===== src/hdl/icmp_packet_classifier_rtt_macros.svh =====
// ----------------------------------------------------------------------------
// ICMP RTT classifier assertion macros
// Concurrent checks used at the end of the top level.
// ----------------------------------------------------------------------------
`ifndef ICMP_PACKET_CLASSIFIER_RTT_MACROS_SVH
`define ICMP_PACKET_CLASSIFIER_RTT_MACROS_SVH

// Check that cons holds in the same cycle as ante
`define ICMPRTT_ASSERT_NOW(lbl, clk, rst_n, ante, cons) \
    lbl: assert property (@(posedge clk) disable iff (!rst_n) (ante) |-> (cons)) \
        else $error("icmprtt: same-cycle check failed");

// Check that cons holds in the cycle after ante
`define ICMPRTT_ASSERT_NEXT(lbl, clk, rst_n, ante, cons) \
    lbl: assert property (@(posedge clk) disable iff (!rst_n) (ante) |=> (cons)) \
        else $error("icmprtt: next-cycle check failed");

`endif


===== src/hdl/icmprtt_pkg.sv =====
// ----------------------------------------------------------------------------
// ICMP RTT classifier package
// Types, codes and helper functions shared by the classifier modules.
// ----------------------------------------------------------------------------
package icmprtt_pkg;

    // Width of the time stamp arithmetic; differences wrap modulo 2^TIME_BITS
    localparam int TIME_BITS = 32;
    localparam logic [31:0] RTT_MASK =
        (TIME_BITS >= 32) ? 32'hFFFF_FFFF : 32'((64'd1 << TIME_BITS) - 64'd1);

    // Request table geometry: one entry per sequence number, valid bit on top
    localparam int SEQ_W   = 16;
    localparam int STAMP_W = 32;
    localparam int ENTRY_W = STAMP_W + 1;
    localparam int DEPTH   = 1 << SEQ_W;

    // Frame byte counter saturates here
    localparam logic [6:0] POS_MAX = 7'd127;

    // Configuration register indexes
    localparam logic [1:0] CFG_LINK_MODE  = 2'd0;
    localparam logic [1:0] CFG_FAST_LIMIT = 2'd1;
    localparam logic [1:0] CFG_SLOW_LIMIT = 2'd2;

    // Link modes
    localparam logic [1:0] LINK_ETH    = 2'd0;
    localparam logic [1:0] LINK_COOKED = 2'd1;

    // Link header lengths
    localparam logic [6:0] LHDR_SHORT = 7'd14;
    localparam logic [6:0] LHDR_LONG  = 7'd16;

    // ICMP type codes
    localparam logic [7:0] ICMP_ECHO_REPLY   = 8'd0;
    localparam logic [7:0] ICMP_UNREACH      = 8'd3;
    localparam logic [7:0] ICMP_QUENCH       = 8'd4;
    localparam logic [7:0] ICMP_ROUTE_CHANGE = 8'd5;
    localparam logic [7:0] ICMP_ECHO_REQUEST = 8'd8;
    localparam logic [7:0] ICMP_TIME_EXC     = 8'd11;
    localparam logic [7:0] ICMP_PARAM_PROB   = 8'd12;

    // Other header constants
    localparam logic [3:0] IP_VERSION_4   = 4'd4;
    localparam logic [7:0] IP_PROTO_ICMP  = 8'd1;
    localparam logic [7:0] ETYPE_IPV4_HI  = 8'h08;
    localparam logic [7:0] ETYPE_IPV4_LO  = 8'h00;

    typedef enum logic [2:0] {
        KIND_REQUEST,
        KIND_REPLY,
        KIND_UNREACH,
        KIND_QUENCH,
        KIND_REDIRECT,
        KIND_TIME_EXC,
        KIND_PARAM,
        KIND_NONE
    } t_kind;

    typedef enum logic [1:0] {
        CLASS_FAST,
        CLASS_MEDIUM,
        CLASS_SLOW
    } t_rtt_class;

    // Parsed frame, one per kept frame end
    typedef struct packed {
        logic              valid;
        t_kind             kind;
        logic [7:0]        code;
        logic [SEQ_W-1:0]  seq;
        logic [31:0]       detail;
        logic [31:0]       now;
    } t_event;

    // One result transaction
    typedef struct packed {
        t_kind             kind;
        logic [7:0]        code;
        logic [SEQ_W-1:0]  seq;
        logic              found;
        logic [31:0]       rtt;
        t_rtt_class        cls;
        logic [31:0]       detail;
    } t_result;

    // Table status toward the top level
    typedef struct packed {
        logic in_ready;
        logic clearing;
    } t_tbl_status;

    // Map an ICMP type to its message kind
    function automatic t_kind kind_of(input logic [7:0] type_byte);
        t_kind k;
        unique case (type_byte)
            ICMP_ECHO_REQUEST: k = KIND_REQUEST;
            ICMP_ECHO_REPLY:   k = KIND_REPLY;
            ICMP_UNREACH:      k = KIND_UNREACH;
            ICMP_QUENCH:       k = KIND_QUENCH;
            ICMP_ROUTE_CHANGE: k = KIND_REDIRECT;
            ICMP_TIME_EXC:     k = KIND_TIME_EXC;
            ICMP_PARAM_PROB:   k = KIND_PARAM;
            default:           k = KIND_NONE;
        endcase
        return k;
    endfunction

endpackage


===== src/hdl/icmprtt_parser.sv =====
// ----------------------------------------------------------------------------
// ICMP RTT classifier frame parser
// Walks one frame byte per transaction, checks link and IP headers and
// captures the ICMP type, code, sequence and detail word.
// ----------------------------------------------------------------------------
module icmprtt_parser
    import icmprtt_pkg::*;
(
    input  logic        i_clk,
    input  logic        i_rst_n,
    input  logic        i_accept,
    input  logic [7:0]  i_frame_byte,
    input  logic        i_end_of_frame,
    input  logic [31:0] i_now_ticks,
    input  logic [1:0]  i_link_mode,
    output t_event      o_event
);

    logic [6:0]  r_pos,    n_pos;
    logic [5:0]  r_ihb,    n_ihb;
    logic        r_rej,    n_rej;
    logic [31:0] r_tcs,    n_tcs;
    logic [31:0] r_detail, n_detail;

    logic [6:0]  lhdr;
    logic [6:0]  start;
    logic [6:0]  off;
    logic        kept;
    t_kind       kind;

    // Next per-frame state from the current byte
    always_comb begin
        n_rej    = r_rej;
        n_ihb    = r_ihb;
        n_tcs    = r_tcs;
        n_detail = r_detail;
        lhdr     = (i_link_mode == LINK_COOKED) ? LHDR_LONG : LHDR_SHORT;

        // Link type check
        if (i_link_mode == LINK_ETH) begin
            if ((r_pos == 7'd12 && i_frame_byte != ETYPE_IPV4_HI) ||
                (r_pos == 7'd13 && i_frame_byte != ETYPE_IPV4_LO)) begin
                n_rej = 1'b1;
            end
        end else if (i_link_mode == LINK_COOKED) begin
            if ((r_pos == 7'd14 && i_frame_byte != ETYPE_IPV4_HI) ||
                (r_pos == 7'd15 && i_frame_byte != ETYPE_IPV4_LO)) begin
                n_rej = 1'b1;
            end
        end

        // IP version, header length and protocol
        if (r_pos == lhdr) begin
            if (i_frame_byte[7:4] != IP_VERSION_4) begin
                n_rej = 1'b1;
            end
            n_ihb = {i_frame_byte[3:0], 2'b00};
        end
        if (r_pos == 7'(lhdr + 7'd9) && i_frame_byte != IP_PROTO_ICMP) begin
            n_rej = 1'b1;
        end

        // ICMP header capture by offset from its start
        start = 7'(lhdr + {1'b0, n_ihb});
        off   = 7'(r_pos - start);
        if (r_pos >= lhdr && r_pos >= start) begin
            if (off == 7'd0) begin
                n_tcs[31:24] = i_frame_byte;
            end else if (off == 7'd1) begin
                n_tcs[23:16] = i_frame_byte;
            end else if (off == 7'd6) begin
                n_tcs[15:8] = i_frame_byte;
            end else if (off == 7'd7) begin
                n_tcs[7:0] = i_frame_byte;
            end
            if (off == 7'd4) begin
                n_detail[31:24] = i_frame_byte;
            end else if (off == 7'd5) begin
                n_detail[23:16] = i_frame_byte;
            end else if (off == 7'd6) begin
                n_detail[15:8] = i_frame_byte;
            end else if (off == 7'd7) begin
                n_detail[7:0] = i_frame_byte;
            end
        end

        // Saturating byte count
        n_pos = (r_pos < POS_MAX) ? 7'(r_pos + 7'd1) : POS_MAX;
    end

    // Frame end decision and event payload
    always_comb begin
        kind = kind_of(n_tcs[31:24]);
        kept = !n_rej && (n_pos >= 7'(lhdr + 7'd10)) &&
               ({1'b0, n_pos} >= 8'({1'b0, start} + 8'd8));

        o_event.valid = i_accept && i_end_of_frame && kept && (kind != KIND_NONE);
        o_event.kind  = kind;
        o_event.code  = n_tcs[23:16];
        o_event.seq   = n_tcs[15:0];
        o_event.now   = i_now_ticks;
        if (kind == KIND_REDIRECT) begin
            o_event.detail = n_detail;
        end else if (kind == KIND_PARAM) begin
            o_event.detail = {24'd0, n_detail[31:24]};
        end else begin
            o_event.detail = 32'd0;
        end
    end

    // Advance per byte, clear at frame end
    always_ff @(posedge i_clk) begin
        if (!i_rst_n) begin
            r_pos    <= '0;
            r_ihb    <= '0;
            r_rej    <= 1'b0;
            r_tcs    <= '0;
            r_detail <= '0;
        end else if (i_accept) begin
            if (i_end_of_frame) begin
                r_pos    <= '0;
                r_ihb    <= '0;
                r_rej    <= 1'b0;
                r_tcs    <= '0;
                r_detail <= '0;
            end else begin
                r_pos    <= n_pos;
                r_ihb    <= n_ihb;
                r_rej    <= n_rej;
                r_tcs    <= n_tcs;
                r_detail <= n_detail;
            end
        end
    end

endmodule


===== config.mk =====
export PLATFORM = sky130hd
export DESIGN_NAME = icmprtt_parser
export DESIGN_NICKNAME = d
export VERILOG_FILES = /design/src/hdl/icmp_packet_classifier_rtt_macros.svh /design/src/hdl/icmprtt_pkg.sv /design/src/hdl/icmprtt_parser.sv
export SDC_FILE = /design/constraint.sdc
export NUM_CORES = 1
export LEC_CHECK = 0
export BUFFER_PORTS_ARGS = -buffer_cell sky130_fd_sc_hd__buf_2
export CORE_MARGIN = 2
export CORE_UTILIZATION = 40
export DETAILED_ROUTE_END_ITERATION = 6
export PLACE_DENSITY = 0.63
export SYNTH_ARGS = -nofsm -noshare
export SYNTH_HDL_FRONTEND = slang
export SYNTH_SLANG_ARGS = --single-unit

===== constraint.sdc =====
create_clock -name i_clk -period 13.25 [get_ports i_clk]
set_input_delay 2.65 -clock i_clk [delete_from_list [all_inputs] [get_ports i_clk]]
set_output_delay 2.65 -clock i_clk [all_outputs]
set_load 0.02 [all_outputs]

* Word-level counts from Yosys, hierarchy flattened
Cells that the tools add are included.
** Storage, ports and cells
- Register bits :: 78
- Latch bits :: 0
- Memory bits (writable) :: 0
- Memory bits (read-only) :: 0
- Bits of input ports :: 46
- Output and inout bits :: 92
- Word-level logic and storage cells :: 92
- Memories kept :: 0
** Cells by class
- Add/sub/neg operators :: 6
- Multipliers :: 0
- Divide/modulo/power cells :: 0
- Magnitude comparators :: 5
- Eq/ne operators :: 24
- Shift-type cells :: 0
- Multiplexer cells :: 34
- Bitwise gates (word level) :: 0
- Reductions and logical operators :: 18
** Operators with widths (number)
- $mux 32 :: 5
- $mux 8 :: 11
- $mux 24 :: 2
- $mux 16 :: 2
- $eq 7x3->1 const B :: 4
- $eq 7x4->1 const B :: 4
- $eq 8x4->1 const B :: 3
- $pmux 3 s7 :: 1
- $eq 8x3->1 const B :: 2
- $mux 7 :: 2
- $add 5x4->6 const B :: 2
- $mux 6 :: 2
- $logic_and 1x1->1 :: 11
- $add 7x4->8 const B :: 1
- $eq 8x2->1 const B :: 1
- $ge 7x8->1 :: 1
- $logic_not 8->1 :: 1
- $mux 1 :: 8
- $ne 8x1->1 const B :: 1
- $ne 8x4->1 const B :: 1
- $reduce_bool 8->1 :: 1
- $add 5x6->7 :: 1
- $add 7x1->7 const B :: 1
- $eq 7x1->1 const B :: 1
- other kinds (16) :: 18

* Logic depth before layout (Yosys ltp)
- Word-level depth :: 17
- Gate-level depth with buffers :: 21
- Mapped depth without buffers :: 19

* Worst setup path after synthesis
OpenSTA, ideal clock, no wires.
- Path kind :: input port to output port
- From :: input i_link_mode[1]
- To :: output o_event[91] in the netlist's numbering
- Data arrival time :: 8.223 ns
- Data required time :: 10.600 ns
- Setup slack :: 2.377 ns
- Stages :: 18
- Buffers on the path :: 0
- Cells stage by stage :: nand2b_1 > inv_1 > ha_1 > nand4bb_1 > nor3_1 > mux2_2 > fa_1 > a21o_2 > a21oi_1 > xnor2_1 > ha_1 > nand3b_1 > nor2_4 > a2111oi_4 > nand3_1 > nor3_4 > mux2_2 > nor4_1
** RTL lines
- from (decl) :: line icmprtt_parser.sv:15 : input logic [1:0] i_link_mode,
- to (decl) :: line icmprtt_parser.sv:16 : output t_event o_event

==> flow_summary_export.csv <==
group,metric,value,unit
status,status,"finished clean",
logic_synthesis,yosys-top-cells-area,"dfxtp_1 26%, mux2i_1 9.8%, ha_1 5.6%",
timing,fin_crit_sh,92.3,%
power_and_ir_drop,power.share.switching,24.1,%
floorplan,floorplan.initialDensity,41.2,%
routing,drt-total-wl,16400,um
logic_synthesis,synth_top_family_by_area,"simple AND/OR/NAND/NOR gates",
floorplan,die_y,127,um
final_layout,drive_gt1_share,24.9,%
setup_path,slowest_delay,0.98,ns
timing,slew_violations,0,
logic_synthesis,ys_ff_latch,78,
global_routing,antenna_found_initial,0,
cts,cts_tree,"done",
final_layout,num_antenna_cells,0,
place,dpl.hpwl,11400,um
logic_synthesis,synth_compound_area_share,18.0,%
setup_path,r2r_cells,18,
logic_synthesis,synth_cell_types,67,
logic_synthesis,ys_seq_area_share,26.0,%
floorplan,dieArea,16000,sq um
power_and_ir_drop,clock_power_share,49.9,%
hold_path,hold_depth,1,
setup_path,cp_max_fo,32,
routing,wl_per_cell,18.4,um
cts,cts_buffers,9,
cts,post_cts_buffers,0,
cts,insertion_delay,0.34,ns
cts,clockBufferDepth,2,
setup_path,rr_endpoint,"r_detail[14]",
logic_synthesis,avgSynthCellArea,8.64,sq um
setup_path,path_depth,20,
power_and_ir_drop,p_comb_share,8.7,%
logic_synthesis,synth_edf_count,0,
routing,drc,0,
final_layout,nets,777,
power_and_ir_drop,powerDensity,87.0,nW/um^2
floorplan,rows,44,
setup_path,r2r_start,"r_pos[1]",
global_routing,grt_pass1_wl,26300,um
floorplan,ios,138,
logic_synthesis,yosys_warnings,0,
timing,fmaxAchievable,81.8,MHz
setup_path,crit_family,"simple AND/OR/NAND/NOR gates",
power_and_ir_drop,power.net_switching,0.137,mW
logic_synthesis,synthMostInstantiatedCell,"dfxtp_1",
cts,cts_htree_levels,3,
logic_synthesis,synthArstFlopShare,0,%
job,cap_violations,0,
logic_synthesis,syn-num-nets,771,
global_routing,grt_pass1_vias,4999,
timing,finalHoldViolCount,0,
place,portBuffers,73,
floorplan,dieWidth,127,um
routing,ant_nets,0,
logic_synthesis,synth_fa_ha_area_share,6.45,%
logic_synthesis,yosys.area_share.simple,22.6,%
logic_synthesis,synth_flop_cell,"dfxtp_1",
setup_path,arrival,9.57,ns
setup_path,ff2ff_setup_slack,6.73,ns
cts,clk_pin_slew_worst_paths,0.06,ns
setup_path,path_buf_inv,3,
setup_path,path_cells,"buf_2 -> nand2b_1 -> inv_1 -> ha_1 -> nand4bb_1 -> nor3_1 -> mux2_2 -> fa_1 -> a21o_2 -> a21oi_1 -> xnor2_1 -> ha_1 -> nand3b_1 -> nor2_4 -> a2111oi_4 -> nand3_1 -> nor3_4 -> mux2i_4 -> o22ai_1 -> buf_2",
timing,fin_crit,12.22,ns
cts,cts_hold_buf,0,
global_routing,grt-ovfl-total,0,
logic_synthesis,synth_top_area_share,26.0,%
cts,cts.sinks,78,
floorplan,design.core.area,14600,sq um
timing,tightest_slew,1.18,ns
power_and_ir_drop,pwr-share-seq,41.4,%
cts,post_cts_resized,0,
routing,drt-initial-drc-count,304,
hold_path,hold_end,"r_ihb[1]",
setup_path,critPathSlowestCell,"mux2i_4",
logic_synthesis,netlist_instances,696,
timing,relSlewSlack,20.8,%
logic_synthesis,synth_xor_area_share,2.33,%
global_routing,grt.total_usage,20.4,%
timing,finalSetupViolations,0,
logic_synthesis,synth.top_cells.by_count,"78 x dfxtp_1, 61 x nand2_1, 59 x mux2i_1",
place,gp_congestion,0.896,
final_layout,syn_to_final_growth,8.66,%
final_layout,final_util,44.8,%
timing,fin_skew,0.00564,ns
power_and_ir_drop,intPower,0.432,mW
setup_path,end_kind,"output pin",
cts,cts-root-buf,"clkbuf_16",
logic_synthesis,synth_area,6010,sq um
hold_path,hold_class,"reg -> reg",
routing,vias_per_cell,5.72,
global_routing,grt_start_max_net_pins,95,
setup_path,critical_path_class,"in -> out",
setup_path,cp.required,10.60,ns
timing,grt_setup_unrepaired,"no",
setup_path,critPathLaunchType,"primary input",
routing,num_vias,5094,
routing,first_pass_iters,4,
power_and_ir_drop,cellLeakagePower,2.67,nW
hold_path,hold_start,"r_ihb[1]",
timing,tns,0,ns
power_and_ir_drop,peakVddDrop,0.0758,mV
final_layout,fillers,1401,
logic_synthesis,synth_mux_area_share,15.7,%
logic_synthesis,synth_top_area_cell,"dfxtp_1",
==> power groups by stage <==
| stage | Clock [mW] | Sequential (mW) | Combinational [mW] |
|---|---|---|---|
| 2_1_floorplan | 0 | 0.240 | 0.0494 |
| 3_3_place_gp | 0 | 0.241 | 0.0478 |
| 3_5_place_dp | 0 | 0.241 | 0.0490 |
| 4_1_cts | 0.288 | 0.235 | 0.0492 |
| 5_1_grt | 0.296 | 0.235 | 0.0546 |
| 6_report | 0.284 | 0.235 | 0.0496 |
==> cell usage in the layout, fill, tap and decap left out, types with 3 or more instances in the layout <==
master	instances
and3_1	4
nor2_1	44
o22ai_1	11
nand4_1	4
xnor2_1	9
and2_1	4
nand3_1	7
o21ai_0	10
nand3b_1	6
buf_2	73
bufinv_16	3
or3_1	3
nand2b_1	7
ha_1	27
mux2_2	28
clkbuf_16	9
inv_1	15
a31oi_1	4
nor4_1	5
dfxtp_1	78
o31ai_1	4
clkinv_2	3
mux2i_1	58
and4_1	16
nor2b_1	45
a21oi_1	23
nand2_1	61
a21o_1	6
a31o_2	32
nor3_1	13
nor4_4	4
a21boi_0	9
buf_4	7
o21a_1	33
==> kinds of logic after synthesis <==
family	after synthesis
AOI/OAI and AO/OA	147
xor gates and xnor gates	13
adders and majority gates	30
buffers and inverters	101
DFF	78
muxes	89
and+or+nand+nor	238
==> registers in the layout (all words and copies together) (netlist names) <==
signal,flops
r_detail,32
r_ihb,6
r_rej,1
r_tcs,32
r_pos,7
==> worst max path at each step <==
stage,start,endpoint,slack [ns]
after floorplan,i_link_mode[1],o_event[91],2.38
after global placement,i_link_mode[1],o_event[35],1.38
after detailed placement,i_link_mode[1],o_event[37],1.03
after CTS,i_link_mode[1],o_event[37],1.07
after global routing,i_link_mode[1],o_event[37],0.44
final,i_link_mode[1],o_event[37],1.03
==> cell type report <==
| class | instances | area (sq um) | area share (%) |
|---|---|---|---|
| timing repair buffer | 80 | 418 | 6.40 |
| clock buffer | 9 | 225 | 3.45 |
| sequential | 78 | 1560 | 23.9 |
| clock inverter | 7 | 113 | 1.72 |
| inverter | 16 | 60.1 | 0.919 |
| multi-input combinational | 517 | 3930 | 60.1 |
| tap | 184 | 230 | 3.52 |
==> stage by stage <==
stage / hold WS [ns] / area, sq um / setup slack (ns) / instances / total power, mW
3_3_place_gp: 0.463 / 6200 / 1.38 / 875 / 0.288
5_1_grt: 0.491 / 6530 / 0.435 / 891 / 0.586
6_report: 0.482 / 6530 / 1.03 / 891 / 0.569
4_1_cts: 0.483 / 6530 / 1.07 / 891 / 0.572
2_1_floorplan: 0.444 / 6010 / 2.38 / 696 / 0.290
3_5_place_dp: 0.465 / 6200 / 1.03 / 875 / 0.290
==> metal layers <==
metal / GRT usage, % / part of all wire, % / vias up
met5: 0 / 0 / -
met4: 8.08 / 2.2 / 0
met3: 3.16 / 4.6 / 28
met2: 32.7 / 47 / 116
met1: 27.4 / 46 / 2483
li1: - / - / 2467
Power figures use the tool's default switching activity.
